===== src/rtl/core/cfp_pkg.sv =====
// ----------------------------------------------------------------------------
// cfp_pkg
// Shared widths, operation codes and status codes for the circular fifo
// ----------------------------------------------------------------------------
package cfp_pkg;

  localparam int DATA_W    = 32;
  localparam int OP_W      = 3;
  localparam int IDX_W     = 4;
  localparam int ST_W      = 2;
  localparam int CNT_W     = 5;
  localparam int CAP_RESET = 16;

  typedef enum logic [OP_W-1:0] {
    OP_ENQUEUE    = 3'd0,
    OP_DEQUEUE    = 3'd1,
    OP_PEEK       = 3'd2,
    OP_READ_FRONT = 3'd3,
    OP_READ_BACK  = 3'd4
  } op_t;

  typedef enum logic [ST_W-1:0] {
    ST_OK        = 2'd0,
    ST_FULL      = 2'd1,
    ST_EMPTY     = 2'd2,
    ST_BAD_INDEX = 2'd3
  } status_t;

endpackage


===== src/rtl/core/cfp_cfg_if.sv =====
// ----------------------------------------------------------------------------
// cfp_cfg_if
// Configuration write channel carrying the capacity register value
// ----------------------------------------------------------------------------
interface cfp_cfg_if import cfp_pkg::*; ();

  logic             valid;
  logic             ready;
  logic [CNT_W-1:0] data;

  modport source (output valid, output data, input ready);
  modport sink   (input valid, input data, output ready);

endinterface


===== src/rtl/core/cfp_cmd_if.sv =====
// ----------------------------------------------------------------------------
// cfp_cmd_if
// Operation channel: one queue operation per transfer
// ----------------------------------------------------------------------------
interface cfp_cmd_if import cfp_pkg::*; ();

  logic                     valid;
  logic                     ready;
  logic [OP_W-1:0]          operation;
  logic signed [DATA_W-1:0] push_value;
  logic [IDX_W-1:0]         slot_index;

  modport source (output valid, output operation, output push_value, output slot_index,
                  input ready);
  modport sink   (input valid, input operation, input push_value, input slot_index,
                  output ready);

endinterface


===== src/rtl/core/cfp_rsp_if.sv =====
// ----------------------------------------------------------------------------
// cfp_rsp_if
// Result channel: read data, status and occupancy flags per operation
// ----------------------------------------------------------------------------
interface cfp_rsp_if import cfp_pkg::*; ();

  logic                     valid;
  logic                     ready;
  logic signed [DATA_W-1:0] read_data;
  logic [ST_W-1:0]          status;
  logic [CNT_W-1:0]         occupancy;
  logic                     is_full;
  logic                     is_empty;

  modport source (output valid, output read_data, output status, output occupancy,
                  output is_full, output is_empty, input ready);
  modport sink   (input valid, input read_data, input status, input occupancy,
                  input is_full, input is_empty, output ready);

endinterface


===== src/rtl/core/cfp_slot_ram.sv =====
// ----------------------------------------------------------------------------
// cfp_slot_ram
// Slot store: one write port, one read port with registered read data
// ----------------------------------------------------------------------------
module cfp_slot_ram #(
  parameter int DEPTH = 16,
  parameter int WIDTH = 32
) (
  input  logic                     clk,
  input  logic                     we,
  input  logic [$clog2(DEPTH)-1:0] waddr,
  input  logic [WIDTH-1:0]         wdata,
  input  logic                     re,
  input  logic [$clog2(DEPTH)-1:0] raddr,
  output logic [WIDTH-1:0]         rdata
);

  logic [WIDTH-1:0] mem [DEPTH];

  always_ff @(posedge clk) begin
    if (we) begin
      mem[waddr] <= wdata;
    end
  end

  always_ff @(posedge clk) begin
    if (re) begin
      rdata <= mem[raddr];
    end
  end

endmodule


===== src/rtl/core/circular_fifo_with_peek.sv =====
// ----------------------------------------------------------------------------
// circular_fifo_with_peek
// Ring-buffer queue of signed words with enqueue, dequeue, peek, front, back
// ----------------------------------------------------------------------------
// One operation is taken per clock and its result appears on rsp in the next
// cycle, so the block sustains one item per cycle while rsp is ready; a
// stalled result holds cmd off. The latency comes from the single read port
// of the slot memory, whose read data is registered: every accepted operation
// issues one read and at most one write. Pointers, count and capacity sit in
// flip-flops; the slot memory is never cleared and needs no start-up pass.
// A capacity write empties the queue and should only be made while idle.
module circular_fifo_with_peek import cfp_pkg::*; #(
  parameter int MAX_DEPTH = 16
) (
  input  logic      clk,
  input  logic      rst,
  cfp_cfg_if.sink   cfg,
  cfp_cmd_if.sink   cmd,
  cfp_rsp_if.source rsp
);

  localparam int PTR_W     = (MAX_DEPTH > 1) ? $clog2(MAX_DEPTH) : 1;
  localparam int WIDE      = (PTR_W + 1 > CNT_W) ? PTR_W + 1 : CNT_W;
  localparam int DIST_W    = WIDE + 1;
  localparam int RESET_CAP = (MAX_DEPTH < CAP_RESET) ? MAX_DEPTH : CAP_RESET;

  logic [PTR_W-1:0]  head, head_next;
  logic [PTR_W-1:0]  tail, tail_next;
  logic [CNT_W-1:0]  count, count_next;
  logic [CNT_W-1:0]  cap, cap_cfg;

  logic              cfg_xfer, cmd_xfer;
  logic              is_full_now, is_empty_now;
  logic [PTR_W-1:0]  head_step, tail_step, back;
  logic [DIST_W-1:0] ring_gap;
  logic              peek_ok;
  status_t           status_next;
  logic              use_mem_next;
  logic [PTR_W-1:0]  raddr;
  logic              we;

  logic              rsp_valid;
  status_t           rsp_status;
  logic [CNT_W-1:0]  rsp_occ;
  logic              rsp_full, rsp_empty, rsp_use_mem;
  logic [DATA_W-1:0] mem_q;

  assign cfg.ready = 1'b1;
  assign cfg_xfer  = cfg.valid && cfg.ready;
  assign cmd.ready = !rsp_valid || rsp.ready;
  assign cmd_xfer  = cmd.valid && cmd.ready;

  // clamp the written capacity to 1..MAX_DEPTH
  always_comb begin
    if (cfg.data == '0) begin
      cap_cfg = CNT_W'(1);
    end else if (int'(cfg.data) > MAX_DEPTH) begin
      cap_cfg = CNT_W'(MAX_DEPTH);
    end else begin
      cap_cfg = cfg.data;
    end
  end

  assign is_full_now  = count >= cap;
  assign is_empty_now = count == '0;
  assign head_step    = (WIDE'(head) + WIDE'(1) >= WIDE'(cap)) ? '0 : head + PTR_W'(1);
  assign tail_step    = (WIDE'(tail) + WIDE'(1) >= WIDE'(cap)) ? '0 : tail + PTR_W'(1);
  assign back         = (tail == '0) ? PTR_W'(cap - CNT_W'(1)) : tail - PTR_W'(1);

  // distance of the peeked slot from the head around the ring
  always_comb begin
    if (DIST_W'(cmd.slot_index) >= DIST_W'(head)) begin
      ring_gap = DIST_W'(cmd.slot_index) - DIST_W'(head);
    end else begin
      ring_gap = DIST_W'(cmd.slot_index) + DIST_W'(cap) - DIST_W'(head);
    end
  end

  assign peek_ok = (WIDE'(cmd.slot_index) < WIDE'(cap)) && (ring_gap < DIST_W'(count));

  always_comb begin
    head_next    = head;
    tail_next    = tail;
    count_next   = count;
    status_next  = ST_OK;
    use_mem_next = 1'b0;
    raddr        = head;
    we           = 1'b0;
    case (cmd.operation)
      OP_ENQUEUE: begin
        if (is_full_now) begin
          status_next = ST_FULL;
        end else begin
          we         = 1'b1;
          tail_next  = tail_step;
          count_next = count + CNT_W'(1);
        end
      end
      OP_DEQUEUE: begin
        if (is_empty_now) begin
          status_next = ST_EMPTY;
        end else begin
          use_mem_next = 1'b1;
          head_next    = head_step;
          count_next   = count - CNT_W'(1);
        end
      end
      OP_PEEK: begin
        raddr = PTR_W'(cmd.slot_index);
        if (is_empty_now) begin
          status_next = ST_EMPTY;
        end else if (peek_ok) begin
          use_mem_next = 1'b1;
        end else begin
          status_next = ST_BAD_INDEX;
        end
      end
      OP_READ_FRONT: begin
        if (is_empty_now) begin
          status_next = ST_EMPTY;
        end else begin
          use_mem_next = 1'b1;
        end
      end
      OP_READ_BACK: begin
        raddr = back;
        if (is_empty_now) begin
          status_next = ST_EMPTY;
        end else begin
          use_mem_next = 1'b1;
        end
      end
      default: begin
        status_next = ST_OK;
      end
    endcase
  end

  always_ff @(posedge clk) begin
    if (rst) begin
      head      <= '0;
      tail      <= '0;
      count     <= '0;
      cap       <= CNT_W'(RESET_CAP);
      rsp_valid <= 1'b0;
    end else begin
      if (cfg_xfer) begin
        head  <= '0;
        tail  <= '0;
        count <= '0;
        cap   <= cap_cfg;
      end else if (cmd_xfer) begin
        head  <= head_next;
        tail  <= tail_next;
        count <= count_next;
      end
      if (cmd_xfer) begin
        rsp_valid <= 1'b1;
      end else if (rsp.ready) begin
        rsp_valid <= 1'b0;
      end
    end
  end

  always_ff @(posedge clk) begin
    if (cmd_xfer) begin
      rsp_status  <= status_next;
      rsp_use_mem <= use_mem_next;
      rsp_occ     <= count_next;
      rsp_full    <= count_next >= cap;
      rsp_empty   <= count_next == '0;
    end
  end

  cfp_slot_ram #(
    .DEPTH (MAX_DEPTH),
    .WIDTH (DATA_W)
  ) u_slot_ram (
    .clk   (clk),
    .we    (cmd_xfer && we && !cfg_xfer),
    .waddr (tail),
    .wdata (cmd.push_value),
    .re    (cmd_xfer),
    .raddr (raddr),
    .rdata (mem_q)
  );

  assign rsp.valid     = rsp_valid;
  assign rsp.read_data = rsp_use_mem ? mem_q : '0;
  assign rsp.status    = rsp_status;
  assign rsp.occupancy = rsp_occ;
  assign rsp.is_full   = rsp_full;
  assign rsp.is_empty  = rsp_empty;

  a_count_in_cap: assert property (@(posedge clk) disable iff (rst)
    count <= cap)
    else $error("occupancy beyond capacity");

  a_empty_ptrs: assert property (@(posedge clk) disable iff (rst)
    count == '0 |-> head == tail)
    else $error("empty queue with pointers apart");

  a_dequeue_count: assert property (@(posedge clk) disable iff (rst)
    cmd_xfer && !cfg_xfer && cmd.operation == OP_DEQUEUE && count != '0
      |=> count == $past(count) - CNT_W'(1))
    else $error("dequeue did not lower the count");

  a_stall_blocks: assert property (@(posedge clk) disable iff (rst)
    rsp.valid && !rsp.ready |-> !cmd.ready)
    else $error("operation taken while result stalled");

endmodule


===== src/flat_wrapper.sv =====
// flat-port wrapper written by rule: the top's interface ports become plain ports
module circular_fifo_with_peek_flat import cfp_pkg::*;
#(
  parameter int MAX_DEPTH = 16
)
  (clk, rst, cfg_valid, cfg_data, cfg_ready, cmd_valid, cmd_operation, cmd_push_value, cmd_slot_index, cmd_ready, rsp_valid, rsp_read_data, rsp_status, rsp_occupancy, rsp_is_full, rsp_is_empty, rsp_ready);
  cfp_cfg_if cfg_i ();
  cfp_cmd_if cmd_i ();
  cfp_rsp_if rsp_i ();
  input  logic clk;
  input  logic rst;
  input wire logic [$bits(cfg_i.valid)-1:0] cfg_valid;
  input wire logic [$bits(cfg_i.data)-1:0] cfg_data;
  output wire logic [$bits(cfg_i.ready)-1:0] cfg_ready;
  input wire logic [$bits(cmd_i.valid)-1:0] cmd_valid;
  input wire logic [$bits(cmd_i.operation)-1:0] cmd_operation;
  input wire logic [$bits(cmd_i.push_value)-1:0] cmd_push_value;
  input wire logic [$bits(cmd_i.slot_index)-1:0] cmd_slot_index;
  output wire logic [$bits(cmd_i.ready)-1:0] cmd_ready;
  output wire logic [$bits(rsp_i.valid)-1:0] rsp_valid;
  output wire logic [$bits(rsp_i.read_data)-1:0] rsp_read_data;
  output wire logic [$bits(rsp_i.status)-1:0] rsp_status;
  output wire logic [$bits(rsp_i.occupancy)-1:0] rsp_occupancy;
  output wire logic [$bits(rsp_i.is_full)-1:0] rsp_is_full;
  output wire logic [$bits(rsp_i.is_empty)-1:0] rsp_is_empty;
  input wire logic [$bits(rsp_i.ready)-1:0] rsp_ready;
  assign cfg_i.valid = cfg_valid;
  assign cfg_i.data = cfg_data;
  assign cfg_ready = cfg_i.ready;
  assign cmd_i.valid = cmd_valid;
  assign cmd_i.operation = cmd_operation;
  assign cmd_i.push_value = cmd_push_value;
  assign cmd_i.slot_index = cmd_slot_index;
  assign cmd_ready = cmd_i.ready;
  assign rsp_valid = rsp_i.valid;
  assign rsp_read_data = rsp_i.read_data;
  assign rsp_status = rsp_i.status;
  assign rsp_occupancy = rsp_i.occupancy;
  assign rsp_is_full = rsp_i.is_full;
  assign rsp_is_empty = rsp_i.is_empty;
  assign rsp_i.ready = rsp_ready;
  circular_fifo_with_peek #(.MAX_DEPTH(MAX_DEPTH)) u_core (.clk(clk), .rst(rst), .cfg(cfg_i), .cmd(cmd_i), .rsp(rsp_i));
endmodule

===== config.mk =====
export PLATFORM = sky130hd
export DESIGN_NAME = circular_fifo_with_peek_flat
export DESIGN_NICKNAME = d
export VERILOG_FILES = /design/src/rtl/core/cfp_pkg.sv /design/src/rtl/core/cfp_cfg_if.sv /design/src/rtl/core/cfp_cmd_if.sv /design/src/rtl/core/cfp_rsp_if.sv /design/src/rtl/core/cfp_slot_ram.sv /design/src/rtl/core/circular_fifo_with_peek.sv /design/src/flat_wrapper.sv
export SDC_FILE = /design/constraint.sdc
export NUM_CORES = 1
export LEC_CHECK = 0
export ABC_AREA = 1
export BUFFER_PORTS_ARGS = -buffer_cell sky130_fd_sc_hd__buf_2
export CORE_MARGIN = 1.5
export CORE_UTILIZATION = 25
export CTS_CLUSTER_SIZE = 20
export DETAILED_ROUTE_END_ITERATION = 16
export PLACE_DENSITY = 0.39
export SKIP_CTS_REPAIR_TIMING = 1
export SLEW_MARGIN = 20
export SYNTH_ARGS = -nofsm -noshare
export SYNTH_HDL_FRONTEND = slang
export SYNTH_SLANG_ARGS = --single-unit

===== constraint.sdc =====
create_clock -name clk -period 9.2 [get_ports clk]
set_clock_uncertainty 0.1 [all_clocks]
set_input_delay 0.46 -clock clk [delete_from_list [all_inputs] [get_ports clk]]
set_output_delay 0.46 -clock clk [all_outputs]
set_load 0.05 [all_outputs]

==> run summary <==
Chip width -> 319 um
All-layer global routing usage -> 13.3%
Power density cells -> 204 mW/mm2
DRT Wirelength -> 67700 um
Worst-Margin Slew -> 1.10 ns
Post-Layout Inst Area -> 0.0287 mm2
Max rail drop VDD -> 0.106 mV
Latest clock arrival within the worst-skew pair -> 0.59 ns
Largest net degree at the start of global routing -> 254
Max Transition Viols Final -> 0
Clk network pwr share -> 42.3%
Final hold vios -> 0
Placement Cell Area -> 0.0266 mm2
Slew Limit Headroom -> 26.6%
Status -> complete, no violations
Sw frac -> 24.0%
Synth top area share -> 66.8%
CTS sink cnt -> 573
Die Height -> 319 um
#FFs+latches synth -> 573
Area of the multi-input gates -> 0.00593 mm2
Top Ports -> 93
CP Max Fanout -> 177
CP arrival -> 4.27 ns
Synth Cell Area -> 0.0249 mm2
Crit start category -> flop
Internal Power -> 4.44 mW
Crit. End Element -> flop
Share of the clock period used by the worst path after layout -> 43.8%
Post-DP HPWL -> 33800 um
Worst-path clk slew -> 0.06 ns
Fillers -> 10000
Final setup viols -> 0
Sequential share of the synthesized area -> 68.4%
Initial DRC Count -> 976
Post-synth EDFFs -> 554
Top post-synthesis cells by area -> edfxtp_1 67%, inv_1 5.6%, nand2_1 4.2%, nand3_1 4.2%, o211ai_1 3.9%
Gate Count Post-Synth -> 2118
Max-cap violations -> 0
Comb pwr share -> 7.9%
Count leader, synth -> edfxtp_1
Post-route minimum period -> 4.03 ns
Fmax -> 248 MHz
Initial core utilization -> 25.3%
Slowest CP cell -> buf_4
Vias -> 15500
Layout cells sized above 1 -> 10.8%
ANT nets after route -> 0
Hold Crit Class -> in2reg
Initial antenna violation count -> 8
Wire per inst -> 19.2 um
CP Class -> reg2reg
DRC Markers -> 0
Setup TNS -> 0 ns
Nets -> 2294
DR pass1 iterations -> 5
Post-synth cell types -> 41
TritonCTS buffer count -> 66
Commonest cells in the netlist -> 554 x edfxtp_1, 368 x inv_1, 281 x nand2_1, 209 x nand3_1, 151 x a21oi_1
Global route overflow -> 0
Vias per Instance -> 4.38
Most used DFF post-synth -> edfxtp_1
Cell Rows -> 115
Flop pwr share -> 49.8%
FF+latch area -> 0.0170 mm2
Area growth, synth to finish -> 15.1%
Final GP Congestion -> 0.753
Synthesized area per cell -> 11.8 um2
Worst path max stage delay -> 0.74 ns
Leading area contributor after synthesis -> edfxtp_1
Async S/R FF share, synth -> 0%
CTS root buf -> clkbuf_16
CTS tree -> done
YS warnings -> 0
Longest Clk Path Bufs -> 3
Port Buffers -> 91
NetSw -> 1.40 mW
Die ar. -> 0.101 mm2
Cells along the critical path -> inv_1 -> ha_1 -> nand2_2 -> o21ai_2 -> ha_1 -> o22ai_1 -> a21oi_4 -> buf_4 -> buf_12 -> a21oi_1 -> o21ai_0 -> nand3_1 -> nand3_1 -> nand2_1
Vias in the first global route -> 15400
First-pass GRT wire length -> 101000 um
CP required -> 9.44 ns
Leakage -> 10.8 nW
Ant. Diodes -> 0
Htree depth -> 3
Post-Syn Nets -> 2217
Core area -> 0.0986 mm2
RSZ-0062 raised after global routing -> false
placed cells by master, fill, tap and decap left out, types with 16 or more instances in the layout:
cell type,instances
nand2_1,280
o21ai_0,101
clkbuf_16,68
buf_2,91
nand3_1,209
inv_1,366
clkinv_1,19
a21oi_1,151
edfxtp_1,554
clkbuf_1,16
o211ai_1,129
dfxtp_1,19
o21ai_1,48
ha_1,45
nor2_1,22
buf_4,24
registers in the layout, summed over array words and instances (netlist names):
register / cells
u_core.rsp.valid: 1
u_core.rsp.status: 2
u_core.cap: 5
u_core.rsp.is_full: 1
u_core.tail: 4
u_core.u_slot_ram.mem: 512
u_core.rsp.is_empty: 1
u_core.rsp_use_mem: 1
u_core.count: 5
u_core.u_slot_ram.rdata: 32
u_core.rsp.occupancy: 5
u_core.head: 4
routing by layer:
layer,share of wire (%),global-route usage (%)
met5,0.052,0
met3,3.7,2.13
met4,1.8,3.73
met1,46,17.7
met2,48,22.5
worst max-delay path, delay by kind of cell, from the launching register on:
family,cells,cell delay [ns]
compound gates,5,0.56
fa+ha+maj,2,0.58
buf+inv,3,1.59
flops,1,0.43
simple gates,4,0.44
through the flow:
stage	total power, mW	hold slack, ns	std cells	utilization [%]	setup WS (ns)
detailed placement	3.43	0.397	3413	27.0	5.16
global placement	3.43	0.388	3413	27.0	5.23
CTS	5.93	-0.0645	3532	29.1	5.12
finish	5.84	0.0474	3533	29.1	5.17
global route	6.08	0.0453	3533	29.1	4.77
floorplan	3.28	0.382	2118	-	3.80
final cells by class:
cell class,instances,area share (%)
timing repair buffer,119,2.43
sequential,573,59.4
clock buffer,84,6.15
multi-input combinational,1062,20.7
tap,1287,5.62
inverter,373,4.89
clock inverter,35,0.847
path summary, 6_finish.rpt:
check                        start                     endpoint  slack, ns  cells past startpoint
setup / recovery    u_core.tail[0]  u_core.u_slot_ram.rdata[14]       5.17                     14
hold / removal         cfg_data[1]                u_core.cap[1]       0.05                      3
setup reg to reg    u_core.tail[0]  u_core.u_slot_ram.rdata[14]       5.17                     14
hold reg to reg   u_core.rsp.valid             u_core.rsp.valid       0.41                      2
logic make-up after synthesis:
group / count (synthesis) / share of synthesized area, %
AO/OA/AOI/OAI: 454 / 10.7
adder cells (fa/ha/maj): 50 / 2.66
XOR/XNOR: 10 / 0.352
buffers and inverters: 483 / 8.31
AND/OR/NAND/NOR: 546 / 9.58
flip-flops: 573 / 68.4
other: 1 / 0.0151
multiplexers: 1 / 0.0402
power by group through the flow:
stage | registers [mW] | logic (mW) | clock network, mW
finish | 2.91 | 0.459 | 2.47
global route | 2.91 | 0.518 | 2.65
CTS | 2.91 | 0.470 | 2.56
detailed placement | 2.96 | 0.468 | 0
global placement | 2.96 | 0.464 | 0
floorplan | 2.97 | 0.315 | 0
(Power assumes the default switching activity.)
